## config.mk

```make
export PLATFORM = sky130hd
export DESIGN_NAME = lbc_mul
export DESIGN_NICKNAME = d
export VERILOG_FILES = /design/src/hdl/lbc_mul.sv
export SDC_FILE = /design/constraint.sdc
export NUM_CORES = 2
export LEC_CHECK = 0
export CAP_MARGIN = 10
export CORE_AREA = 2 2 409 411
export DETAILED_ROUTE_END_ITERATION = 8
export DIE_AREA = 0 0 411 413
export DONT_BUFFER_PORTS = 1
export PLACE_DENSITY = 0.43
export SKIP_CTS_REPAIR_TIMING = 1
export SYNTH_ARGS = -nofsm -noshare
export SYNTH_HDL_FRONTEND = slang
export SYNTH_SLANG_ARGS = --single-unit
```

## constraint.sdc

```tcl
create_clock -name clk -period 15.3 [get_ports clk]
set_clock_uncertainty 0.2 [all_clocks]
set_input_delay 0.765 -clock clk [delete_from_list [all_inputs] [get_ports clk]]
set_output_delay 0.765 -clock clk [all_outputs]
set_load 0.01 [all_outputs]
```

## src/hdl/lbc_mul.sv

```systemverilog
// ----------------------------------------------------------------------------
// lbc_mul
// Pipelined unsigned multiplier built from 32x32 partial products.
// ----------------------------------------------------------------------------
`timescale 1ns / 1ps

module lbc_mul #(
	parameter int AW = 32,
	parameter int BW = 32
) (
	input  logic            clk,
	input  logic            en,
	input  logic [AW-1:0]   a,
	input  logic [BW-1:0]   b,
	output logic [AW+BW-1:0] p
);

	localparam int NA = (AW + 31) / 32;
	localparam int NB = (BW + 31) / 32;
	localparam int RW = 32 * NB + 32;
	localparam int PW = 32 * (NA + NB);

	logic [32*NA-1:0] a_s1;
	logic [32*NB-1:0] b_s1;
	logic [63:0]      pp_s2  [NA][NB];
	logic [RW-1:0]    row_s3 [NA];
	logic [PW-1:0]    p_s4;
	logic [RW-1:0]    row_sum [NA];
	logic [PW-1:0]    p_sum;

	// Each row collects the products of one limb of a; the rows are then summed.
	always_comb begin
		for (int i = 0; i < NA; i++) begin
			row_sum[i] = '0;
			for (int j = 0; j < NB; j++) begin
				row_sum[i] = row_sum[i] + (RW'(pp_s2[i][j]) << (32 * j));
			end
		end
		p_sum = '0;
		for (int i = 0; i < NA; i++) begin
			p_sum = p_sum + (PW'(row_s3[i]) << (32 * i));
		end
	end

	always_ff @(posedge clk) begin
		if (en) begin
			a_s1 <= (32*NA)'(a);
			b_s1 <= (32*NB)'(b);
			for (int i = 0; i < NA; i++) begin
				for (int j = 0; j < NB; j++) begin
					pp_s2[i][j] <= {32'b0, a_s1[32*i +: 32]} * {32'b0, b_s1[32*j +: 32]};
				end
			end
			row_s3 <= row_sum;
			p_s4   <= p_sum;
		end
	end

	assign p = p_s4[AW+BW-1:0];

endmodule

```

==> results.cfg <==
[global_routing]
grt_pass1_vias = 28846
grt_max_degree = 257
gr-usage-all-layers_pct = 15.2
grt_pass1_wl_mm = 190
antenna_found_initial = 14
grt.overflow.total = 0

[detailed_routing]
via_per_inst = 4.30
drcViolationCount = 0
wl_per_cell_um = 20.7
ant_nets = 0
dr.pass1.iters = 7
vias = 26124
dr.first_iter.drc_count = 1482
wl_mm = 126

[clock_network]
ctsHtreeMaxLevel = 2
cts_root_buf = clkbuf_16
insertion_delay_ns = 0.62
cts_sinks = 256
numCtsBuffers = 35
cts_tree = yes
clk_path_buf_depth = 3
clkSlewWorstSetupHoldPaths_ns = 0.07

[critical_path]
cp.arrival_ns = 9.35
cp-end-kind = register
worst_setup_path_start_kind = register
rr_endpoint = pp_s2[0][61]
r2r_cells = 26
regToRegStartpoint = a_s1[26]
r2r_setup_slack_ns = 6.06
path_max_fanout = 32
crit_required_ns = 15.40
worst-setup-path-type = reg -> reg

[yosys]
ys_seq_area_share_pct = 18.7
synth_edf_count = 256
ys.flop_type = edfxtp_1
syn_avg_cell_area_um2 = 10.4
ys_async_sr_fraction_pct = 0
syn_area_um2 = 41000
synth_cell_types = 67
ys_warn_count = 0
syn_inst = 3952
synth_fp_nets = 5177
ys_ff_latch = 256

[cells_and_area]
area_growth_pct = 8.59
final_common_cell = fa_1
layout_common_cells = fa_1 (896), inv_1 (862), and2_1 (598), nand2_1 (491), ha_1 (263)
finalNetCount = 5062
fillCellCount = 17704
drive_gt1_share_pct = 3.63

[place]
dp_hpwl_mm = 94.0
place_congestion = 0.828
placement.io_buffers = 0

[floorplanning]
row_count = 150
die_area_um2 = 170000
core_area_um2 = 166000
die_w_um = 411
die_h_um = 413
initial_utilization_pct = 24.7
pin_count = 130

[sta]
slew_headroom_pct = 24.6
hold_viol = 0
tightestPinTransition_ns = 1.12
maxSlewViolCount = 0
setup_viol = 0
clock.fmax_mhz = 108
post-route-period-util_pct = 60.4
grt_setup_unrepaired = no
min_period_ns = 9.24
tns_ns = 0

[worst_hold_path]
hold_path_class = in -> reg
hold_path_end = a_s1[6]
whs_path_depth = 0
hp-start = a[6]

[status]
status = finished clean

[flow_run]
maxCapViolCount = 0
-- flip-flops by register name (all words and copies together), names as in the netlist --
register	cells
b_s1	32
a_s1	32
p	64
pp_s2	64
row_s3	64
-- layer usage --
metal / global-route usage, % / share of wire [%] / up-vias
li1: - / - / 11490
met1: 20.2 / 43 / 13912
met2: 25.8 / 49 / 568
met3: 2.02 / 4.4 / 148
met4: 4.11 / 2.8 / 6
met5: 0 / 0.033 / -
-- worst max-delay path by stage --
stage	cells past startpoint	endpoint	from	slack, ns
final	26	pp_s2[0][61]	a_s1[26]	6.06
after global routing	25	pp_s2[0][61]	a_s1[25]	5.88
after CTS	23	pp_s2[0][61]	b_s1[3]	6.17
after detailed placement	23	pp_s2[0][61]	b_s1[3]	6.28
after global placement	21	pp_s2[0][51]	a_s1[12]	5.64
after floorplan	25	pp_s2[0][56]	b_s1[8]	7.83
-- layout make-up --
type	count	area, um2	area share [%]
Timing Repair Buffer	65	488	1.09
Tap cell	2204	2760	6.19
Clock buffer	41	920	2.06
Inverter	862	3240	7.26
Multi-Input combinational cell	2617	29300	65.7
Clock inverter	20	178	0.399
Sequential cell	256	7690	17.2
Antenna cell	4	10.0	0.0225
-- critical path, cell delays in order, from the launching register on --
cell and delay [ns]:
edfxtp_1 0.35, buf_4 0.29, and2_1 0.25, fa_1 0.53, fa_1 0.58, inv_1 0.07
fa_1 0.56, inv_1 0.06, fa_1 0.50, inv_1 0.07, fa_1 0.41, inv_1 0.08
fa_1 0.44, fa_1 0.49, inv_1 0.05, fa_1 0.47, inv_1 0.04, ha_1 0.49
nand4_1 0.19, nor3_1 0.39, nand2_1 0.18, or4_1 0.52, a31oi_1 0.66, o211ai_1 0.33
o31ai_2 0.36, mux2i_1 0.23, o221ai_1 0.13
-- through the flow --
stage	instance area [um2]	utilization [%]	cells	worst slack, ns	hold slack, ns
CTS	44600	26.9	6065	6.17	-0.0234
global placement	43500	26.2	6003	5.64	0.201
finish	44600	26.9	6069	6.06	0.0356
detailed placement	43500	26.2	6004	6.28	0.205
floorplan	41000	-	3952	7.83	0.200
global route	44600	26.9	6065	5.88	0.00428
-- cell usage after synthesis, types with 3 or more instances --
cell type	n	area, um2
buf_2	8	40.0
o221ai_1	3	26.3
nor2_1	33	124
a31oi_1	3	18.8
a21oi_2	4	35.0
and2_1	598	3740
nand3_1	9	45.0
edfxtp_1	256	7690
o21a_1	8	60.1
nor4_1	6	37.5
ha_1	263	3290
o21bai_1	10	75.1
a21o_1	27	203
a21oi_1	69	345
a221oi_1	3	26.3
nor3_1	7	35.0
nand2_1	491	1840
o21ai_0	41	205
a211oi_1	4	30.0
and3_1	7	43.8
nand4_1	19	119
clkbuf_1	207	777
xnor2_1	42	368
xor2_1	21	184
fa_1	896	17900
inv_1	862	3240
or3_1	4	25.0
-- cells by family (layout without fill, tap and decap cells) --
kind of cell / Yosys count / after routing / share of synthesized area (%)
flip-flops: 256 / 256 / 18.7
multiplexers: 1 / 1 / 0.0244
XOR/XNOR: 63 / 63 / 1.34
AND/OR/NAND/NOR: 1191 / 1191 / 15.0
other: 0 / 4 / 0
adder cells (fa/ha/maj): 1159 / 1159 / 51.7
AO/OA/AOI/OAI: 203 / 203 / 3.29
buffers and inverters: 1079 / 988 / 9.91
Power is left out: the tool's default activity adds up to more than one toggle a clock period on the data nets, which glitch-free logic cannot reach.
